## src/rtl/tkac_pkg.sv

```systemverilog
package tkac_pkg;

    localparam int LOGIT_W    = 48;
    localparam int TGT_W      = 12;
    localparam int VOCAB_W    = 13;
    localparam int TOPK_W     = 5;
    localparam int CNT_W      = 16;
    localparam int ACC_W      = 17;
    localparam int VOCAB_MAX  = 4096;
    localparam int IDX_W      = $clog2(VOCAB_MAX);
    localparam int CFG_IDX_W  = 2;
    localparam int CFG_DATA_W = 16;

    // register indexes of the configuration port
    localparam logic [CFG_IDX_W-1:0] CFG_VOCAB = 2'd0;
    localparam logic [CFG_IDX_W-1:0] CFG_TOPK  = 2'd1;
    localparam logic [CFG_IDX_W-1:0] CFG_BATCH = 2'd2;

    // -1e9 in Q32.16
    localparam logic signed [LOGIT_W-1:0] FLOOR = -48'sd65536000000000;

    localparam logic [ACC_W-1:0] ACC_MAX = ACC_W'(1) << CNT_W;

    typedef struct packed {
        logic signed [LOGIT_W-1:0] logit;
        logic [TGT_W-1:0]          target;
    } t_in_item;

    typedef struct packed {
        logic             row_hit;
        logic [CNT_W-1:0] correct_count;
        logic [CNT_W-1:0] rows_done;
        logic             batch_done;
        logic [ACC_W-1:0] accuracy_q16;
    } t_out_item;

    // entry handed from one cell to the next one down the list
    typedef struct packed {
        logic                      valid;
        logic                      ins;
        logic [IDX_W-1:0]          idx;
        logic signed [LOGIT_W-1:0] value;
    } t_cell_link;

    // status of a cell seen by the row-end check
    typedef struct packed {
        logic filled;
        logic match;
    } t_cell_stat;

endpackage

```

## src/rtl/top_k_accuracy_counter.sv

```systemverilog
// Takes one logit per cycle while busy is low; rows of 1 to 4096 logits stream back to back.
// A row's result strobes on o_valid through r_chk and then r_valid after its last logit is taken.
// A batch's last row holds busy high while the accuracy is divided
// out one quotient bit per cycle; its result strobes when the divider is done.
// Results cannot be stalled. Synchronous active-low reset clears the list, the
// counters and the registers (row length 4096, top_k 5, batch length 1).
module top_k_accuracy_counter
    import tkac_pkg::*;
#(
    parameter int TOPK_MAX = 16
) (
    input  logic                  i_clk,
    input  logic                  i_rst_n,
    input  logic                  start,
    output logic                  busy,
    input  t_in_item              i_item,
    input  logic                  i_cfg_we,
    input  logic [CFG_IDX_W-1:0]  i_cfg_idx,
    input  logic [CFG_DATA_W-1:0] i_cfg_data,
    output logic                  o_valid,
    output t_out_item             o_result
);

    localparam int KK_W = $clog2(TOPK_MAX + 1);

    logic [VOCAB_W-1:0] r_vocab;
    logic [TOPK_W-1:0]  r_topk;
    logic [CNT_W-1:0]   r_batch;
    logic [IDX_W-1:0]   r_elem;
    logic [TGT_W-1:0]   r_target;
    logic [CNT_W-1:0]   r_hits;
    logic [CNT_W-1:0]   r_rows;
    logic               r_chk;
    logic               r_valid;
    t_out_item          r_res;

    logic [VOCAB_W-1:0] vs_eff;
    logic [VOCAB_W-1:0] kk_wide;
    logic [KK_W-1:0]    kk;
    logic [CNT_W-1:0]   bs_eff;
    logic               accept;
    logic               first;
    logic               row_last;
    logic               above;
    logic               hit;
    logic               few;
    logic [CNT_W-1:0]   n_rows;
    logic [CNT_W-1:0]   n_hits;
    logic               bdone;
    logic               div_busy;
    logic               div_done;
    logic [ACC_W-1:0]   div_quot;

    t_cell_link         head;
    t_cell_link         w_link [TOPK_MAX];
    t_cell_stat         w_stat [TOPK_MAX];

    always_comb begin
        if (r_vocab == '0) begin
            vs_eff = VOCAB_W'(1);
        end else if (r_vocab > VOCAB_W'(VOCAB_MAX)) begin
            vs_eff = VOCAB_W'(VOCAB_MAX);
        end else begin
            vs_eff = r_vocab;
        end

        kk_wide = (r_topk == '0) ? VOCAB_W'(1) : VOCAB_W'(r_topk);
        if (kk_wide > VOCAB_W'(TOPK_MAX)) begin
            kk_wide = VOCAB_W'(TOPK_MAX);
        end
        if (kk_wide > vs_eff) begin
            kk_wide = vs_eff;
        end
        kk = kk_wide[KK_W-1:0];

        bs_eff = (r_batch == '0) ? CNT_W'(1) : r_batch;
    end

    assign accept   = start & ~busy;
    assign first    = (r_elem == '0);
    assign row_last = ({1'b0, r_elem} + VOCAB_W'(1)) >= vs_eff;
    assign above    = i_item.logit > FLOOR;

    assign head = '{valid: 1'b0, ins: 1'b0, idx: '0, value: '0};

    for (genvar g = 0; g < TOPK_MAX; g++) begin : g_cell
        tkac_cell u_cell (
            .i_clk    (i_clk),
            .i_rst_n  (i_rst_n),
            .i_step   (accept),
            .i_clr    (first),
            .i_load   (above),
            .i_key    (i_item.logit),
            .i_idx    (r_elem),
            .i_target (r_target),
            .i_prev   ((g == 0) ? head : w_link[(g == 0) ? 0 : g - 1]),
            .o_link   (w_link[g]),
            .o_stat   (w_stat[g])
        );
    end

    // row-end check runs on the list as it stands after the row's last beat
    always_comb begin
        hit = 1'b0;
        few = 1'b0;
        for (int i = 0; i < TOPK_MAX; i++) begin
            if (w_stat[i].match && (i < int'(kk))) begin
                hit = 1'b1;
            end
            if ((i + 1) == int'(kk)) begin
                few = ~w_stat[i].filled;
            end
        end
        if (few && (r_target == '0)) begin
            hit = 1'b1;
        end
        n_rows = r_rows + CNT_W'(1);
        n_hits = r_hits + CNT_W'(hit);
        bdone  = n_rows >= bs_eff;
    end

    assign busy = div_busy | (r_chk & bdone);

    tkac_div u_div (
        .i_clk     (i_clk),
        .i_rst_n   (i_rst_n),
        .i_start   (r_chk & bdone),
        .i_hits    (n_hits),
        .i_divisor (bs_eff),
        .o_busy    (div_busy),
        .o_done    (div_done),
        .o_quot    (div_quot)
    );

    always_ff @(posedge i_clk) begin
        if (!i_rst_n) begin
            r_vocab <= VOCAB_W'(4096);
            r_topk  <= TOPK_W'(5);
            r_batch <= CNT_W'(1);
            r_elem  <= '0;
            r_target <= '0;
            r_hits  <= '0;
            r_rows  <= '0;
            r_chk   <= 1'b0;
            r_valid <= 1'b0;
        end else begin
            if (i_cfg_we) begin
                case (i_cfg_idx)
                    CFG_VOCAB: r_vocab <= i_cfg_data[VOCAB_W-1:0];
                    CFG_TOPK:  r_topk  <= i_cfg_data[TOPK_W-1:0];
                    CFG_BATCH: r_batch <= i_cfg_data[CNT_W-1:0];
                    default:   ;
                endcase
            end

            r_chk <= accept & row_last;
            if (accept) begin
                r_elem <= row_last ? '0 : r_elem + IDX_W'(1);
                if (first) begin
                    r_target <= i_item.target;
                end
            end

            r_valid <= r_chk ? ~bdone : div_done;
            if (r_chk) begin
                r_rows  <= bdone ? '0 : n_rows;
                r_hits  <= bdone ? '0 : n_hits;
            end
        end
    end

    always_ff @(posedge i_clk) begin
        if (r_chk) begin
            r_res.row_hit       <= hit;
            r_res.correct_count <= n_hits;
            r_res.rows_done     <= n_rows;
            r_res.batch_done    <= bdone;
            r_res.accuracy_q16  <= '0;
        end else if (div_done) begin
            r_res.accuracy_q16  <= div_quot;
        end
    end

    assign o_valid  = r_valid;
    assign o_result = r_res;

endmodule

```

## src/rtl/tkac_cell.sv

```systemverilog
module tkac_cell
    import tkac_pkg::*;
(
    input  logic                      i_clk,
    input  logic                      i_rst_n,
    input  logic                      i_step,
    input  logic                      i_clr,
    input  logic                      i_load,
    input  logic signed [LOGIT_W-1:0] i_key,
    input  logic [IDX_W-1:0]          i_idx,
    input  logic [TGT_W-1:0]          i_target,
    input  t_cell_link                i_prev,
    output t_cell_link                o_link,
    output t_cell_stat                o_stat
);

    logic                      r_valid;
    logic signed [LOGIT_W-1:0] r_value;
    logic [IDX_W-1:0]          r_idx;
    logic                      eff_valid;
    logic                      ins;

    // a new row empties the list before this beat is placed
    assign eff_valid = r_valid & ~i_clr;
    // equal keys stay ahead: the older entry has the lower index
    assign ins       = ~eff_valid | (i_key > r_value);

    assign o_link = '{valid: eff_valid, ins: ins, idx: r_idx, value: r_value};
    assign o_stat = '{filled: r_valid,
                      match: r_valid & (i_target == r_idx)};

    always_ff @(posedge i_clk) begin
        if (!i_rst_n) begin
            r_valid <= 1'b0;
        end else if (i_step) begin
            if (i_load && ins) begin
                r_valid <= i_prev.ins ? i_prev.valid : 1'b1;
            end else begin
                r_valid <= eff_valid;
            end
        end
    end

    always_ff @(posedge i_clk) begin
        if (i_step && i_load && ins) begin
            if (i_prev.ins) begin
                r_value <= i_prev.value;
                r_idx   <= i_prev.idx;
            end else begin
                r_value <= i_key;
                r_idx   <= i_idx;
            end
        end
    end

endmodule

```

## src/rtl/tkac_div.sv

```systemverilog
module tkac_div
    import tkac_pkg::*;
(
    input  logic               i_clk,
    input  logic               i_rst_n,
    input  logic               i_start,
    input  logic [CNT_W-1:0]   i_hits,
    input  logic [CNT_W-1:0]   i_divisor,
    output logic               o_busy,
    output logic               o_done,
    output logic [ACC_W-1:0]   o_quot
);

    localparam int DIVD_W    = 2 * CNT_W;
    localparam int STEP_BITS = $clog2(DIVD_W);

    logic                 r_busy;
    logic                 r_done;
    logic [STEP_BITS-1:0] r_cnt;
    logic [CNT_W:0]       r_rem;
    logic [DIVD_W-1:0]    r_quo;
    logic [CNT_W-1:0]     r_div;
    logic [ACC_W-1:0]     r_res;

    logic [CNT_W:0]       rem_sh;
    logic                 ge;
    logic [CNT_W:0]       n_rem;
    logic [DIVD_W-1:0]    n_quo;

    // restoring division, one quotient bit per cycle
    always_comb begin
        rem_sh = {r_rem[CNT_W-1:0], r_quo[DIVD_W-1]};
        ge     = rem_sh >= {1'b0, r_div};
        n_rem  = ge ? rem_sh - {1'b0, r_div} : rem_sh;
        n_quo  = {r_quo[DIVD_W-2:0], ge};
    end

    always_ff @(posedge i_clk) begin
        if (!i_rst_n) begin
            r_busy <= 1'b0;
            r_done <= 1'b0;
            r_cnt  <= '0;
        end else begin
            r_done <= r_busy & ~i_start & (r_cnt == '0);
            if (i_start) begin
                r_busy <= 1'b1;
                r_cnt  <= STEP_BITS'(DIVD_W - 1);
            end else if (r_busy) begin
                r_cnt <= r_cnt - STEP_BITS'(1);
                if (r_cnt == '0) begin
                    r_busy <= 1'b0;
                end
            end
        end
    end

    always_ff @(posedge i_clk) begin
        if (i_start) begin
            r_rem <= '0;
            r_quo <= {i_hits, CNT_W'(0)};
            r_div <= i_divisor;
        end else if (r_busy) begin
            r_rem <= n_rem;
            r_quo <= n_quo;
            if (r_cnt == '0) begin
                r_res <= (n_quo > DIVD_W'(ACC_MAX)) ? ACC_MAX : n_quo[ACC_W-1:0];
            end
        end
    end

    assign o_busy = r_busy;
    assign o_done = r_done;
    assign o_quot = r_res;

endmodule
```

## config.mk

```make
export PLATFORM = sky130hd
export DESIGN_NAME = top_k_accuracy_counter
export DESIGN_NICKNAME = d
export VERILOG_FILES = /design/src/rtl/tkac_pkg.sv /design/src/rtl/top_k_accuracy_counter.sv /design/src/rtl/tkac_cell.sv /design/src/rtl/tkac_div.sv
export SDC_FILE = /design/constraint.sdc
export NUM_CORES = 2
export LEC_CHECK = 0
export BUFFER_PORTS_ARGS = -buffer_cell sky130_fd_sc_hd__buf_4
export CORE_ASPECT_RATIO = 1.2
export CORE_UTILIZATION = 30
export CTS_CLUSTER_SIZE = 28
export DETAILED_ROUTE_END_ITERATION = 8
export SLEW_MARGIN = 20
export SYNTH_ARGS = -nofsm -noshare
export SYNTH_HDL_FRONTEND = slang
export SYNTH_SLANG_ARGS = --single-unit
```

## constraint.sdc

```tcl
create_clock -name i_clk -period 11.15 [get_ports i_clk]
set_clock_uncertainty 0.05 [all_clocks]
set_input_delay 2.23 -clock i_clk [delete_from_list [all_inputs] [get_ports i_clk]]
set_output_delay 2.23 -clock i_clk [all_outputs]
set_load 0.005 [all_outputs]
```

==> flow_summary.ini <==
[logic_synthesis]
synth_seq_cells = 1207
synth_top_area_share = 0.412
syn_inst = 7094
ys_seq_area_frac = 0.455
ys_async_sr_fraction = 0
syn_area_per_cell_um2 = 10.7
synth_edf_count = 1043
synthFlopType = edfxtp_1
yosysTopAreaCell = edfxtp_1
synthTopCellsByArea = edfxtp_1 41%, ha_1 14%, mux2_2 10%
synth_fp_nets = 8002
yosysWarnings = 0
synth_common_cells = 1,043 x edfxtp_1, 854 x inv_1, 825 x ha_1
synth.most_common_cell = edfxtp_1
synth_area_mm2 = 0.0761
synth.distinct_cells = 90

[worst_setup_path]
crit_type = reg2out
slowest_stage = nand2_1
r2r_cells = 17
critPathMaxFanout = 28
rr_endpoint = u_div.o_quot[7]
arrival_ns = 6.33
critPathMostFrequentCell = and3_1
crit_path_end_kind = output pin
r2r_start = r_rows[0]
worstPathRequired_ns = 8.87
critPathLaunchType = flop
crit_start = r_rows[0]
path_buf_inv = 3
ff2ff_setup_slack_ns = 4.76
crit_path_cell_trace = and3_1 -> and3_1 -> and3_1 -> and3_1 -> xor2_1 -> ha_1 -> a21o_1 -> a21o_1 -> a21oi_1 -> o21ai_0 -> nor2b_1 -> buf_4 -> inv_1 -> nand2_1 -> nand2b_1 -> buf_4
critical-path-top-delay-family = simple AND/OR/NAND/NOR gates
cpPeakStageDelay_ns = 0.83

[routing]
wl_per_cell_um = 22.5
drc = 0
dr.first_iter.drc_count = 4393
ant_nets = 0
vias = 56008
via_per_inst = 5.28
first_pass_iters = 6
drt_wl_total_um = 239000

[clock_network]
cts_tree = done
h-tree-depth = 4
clkSinkCount = 1207
cts_setup_buffers = 0
cts_max_path_buffers = 3
hold_buffers = 0
cts_buffers = 144
cts_resized = 0
cts.reportedPaths.clkPinSlew_ns = 0.06
cts_root_buffer = clkbuf_16
insertion_delay_ns = 0.81

[final_layout]
final_util = 0.340
nFillCells = 25235
final_layout_size_suffix_gt1_frac = 0.166
syn_to_final_growth_pct = 12.5
nets = 8021

[timing]
max_freq_mhz = 116
hold_viol = 0
max_slew.worst_pin.slew_ns = 1.32
period_minus_slack_ns = 8.61
fin_setup_tns_ns = 0
slew_viol_final = 0
setup_viol = 0
relSlewSlack = 0.114
post-route-period-util = 0.772
rsz0062_at_grt = false

[min_path]
whs_endpoint = r_hits[0]
hp-class = reg2reg
hold_depth = 2
min_from = r_hits[0]

[die]
initial_core_util = 0.302
rows = 202
chipHeight_um = 554
pin_count = 135
die_w_um = 462
fp.coreArea_mm2 = 0.252
dieArea_mm2 = 0.256

[place]
dp_hpwl_um = 168000
gp_congestion = 0.938
port_buffers = 134

[power_and_ir_drop]
power_density_mw_per_mm2 = 161
p_leak_uw = 0.0344
worst_ir_drop_vdd_mv = 0.174

[grt]
grt_pass1_vias = 56737
grtUsageTotal = 0.183
gr-total-overflow = 0
antenna_found_initial = 11
grt_max_degree = 182
grt_pass1_wl_um = 355000

[flow_run]
cap_violations = 0

[outcome]
status = finished clean
==> placed cells by master, fill, tap and decap left out, drive strengths merged, types with 58 or more instances in the layout <==
cell type and instances:
a211oi 58, a21o 99, a21oi 282, a311oi 66, buf 234, clkbuf 179, clkinv 65, dfxtp 164
edfxtp 1043, ha 825, inv 864, mux2 701, mux2i 73, nand2 436, nand3 313, nand4 174
nor2 305, nor3 120, nor4 76, o211ai 100, o21ai 292, xnor2 134, xor2 113
==> tightest hold or removal path, stage by stage, from the launching register on <==
cell,delay (ns)
dfxtp_1,0.31
nand2_1,0.06
a21oi_1,0.05
==> how the worst max path moves through the flow <==
stage | to | slack [ns] | cells after the start
after global placement | g_cell[4].u_cell.r_value[30] | 2.45 | 9
after floorplan | g_cell[4].u_cell.r_idx[0] | 3.25 | 12
after detailed placement | g_cell[4].u_cell.r_value[30] | 2.84 | 13
after global routing | busy | 2.14 | 16
after CTS | busy | 2.57 | 16
final | busy | 2.54 | 16
==> cell type report <==
class                      count  area, um^2  area share
antenna                        3        7.51   0.0000877
tap                         3366        4210      0.0492
timing repair buffer         234        1840      0.0215
clock buffer                 179        3810      0.0444
inverter                     857        3220      0.0376
sequential                  1207       34600       0.404
clock inverter                85         748     0.00874
multi-input combinational   4669       37200       0.434
==> cell families after synthesis <==
logic type | synth area share
simple gates | 0.106
xor+xnor | 0.0284
fa+ha+maj | 0.136
buf+inv | 0.0613
mux | 0.113
compound gates | 0.101
flops | 0.455
==> stage by stage <==
step	std cells	total power (uW)	worst slack (ns)	area, um^2	hold WS, ns
global route	10598	14500	2.14	85600	0.435
detailed placement	10328	9250	2.84	81000	0.412
finish	10600	13800	2.54	85600	0.420
floorplan	7094	8110	3.25	76100	0.356
CTS	10592	13900	2.57	85500	0.421
global placement	10325	9140	2.45	80900	0.401
==> state kept, by name (all words and copies together), names as in the netlist, 5 cells and up <==
name / count
u_div.r_rem: 16
u_div.o_quot: 17
r_hits: 16
r_elem: 12
u_div.r_div: 16
u_div.r_quo: 32
g_cell.u_cell.r_valid: 16
o_result: 51
u_div.r_cnt: 5
r_target: 12
r_vocab: 13
r_topk: 5
g_cell.u_cell.r_idx: 192
r_rows: 16
r_batch: 16
g_cell.u_cell.r_value: 768
==> routing by layer <==
metal | GRT usage | vias to the layer above | wire length, um
li1 | - | 25952 | -
met1 | 0.207 | 27689 | 91900
met2 | 0.320 | 1800 | 118000
met3 | 0.0262 | 567 | 12300
met4 | 0.118 | 0 | 17100
met5 | 0 | - | 0
==> power breakdown <==
group | leakage (uW) | switching, uW | internal, uW
clock | 0.00221 | 2060 | 2570
sequential | 0.0114 | 371 | 5670
combinational | 0.0208 | 1920 | 1240
No activity file was read; power rests on OpenSTA's default activity.
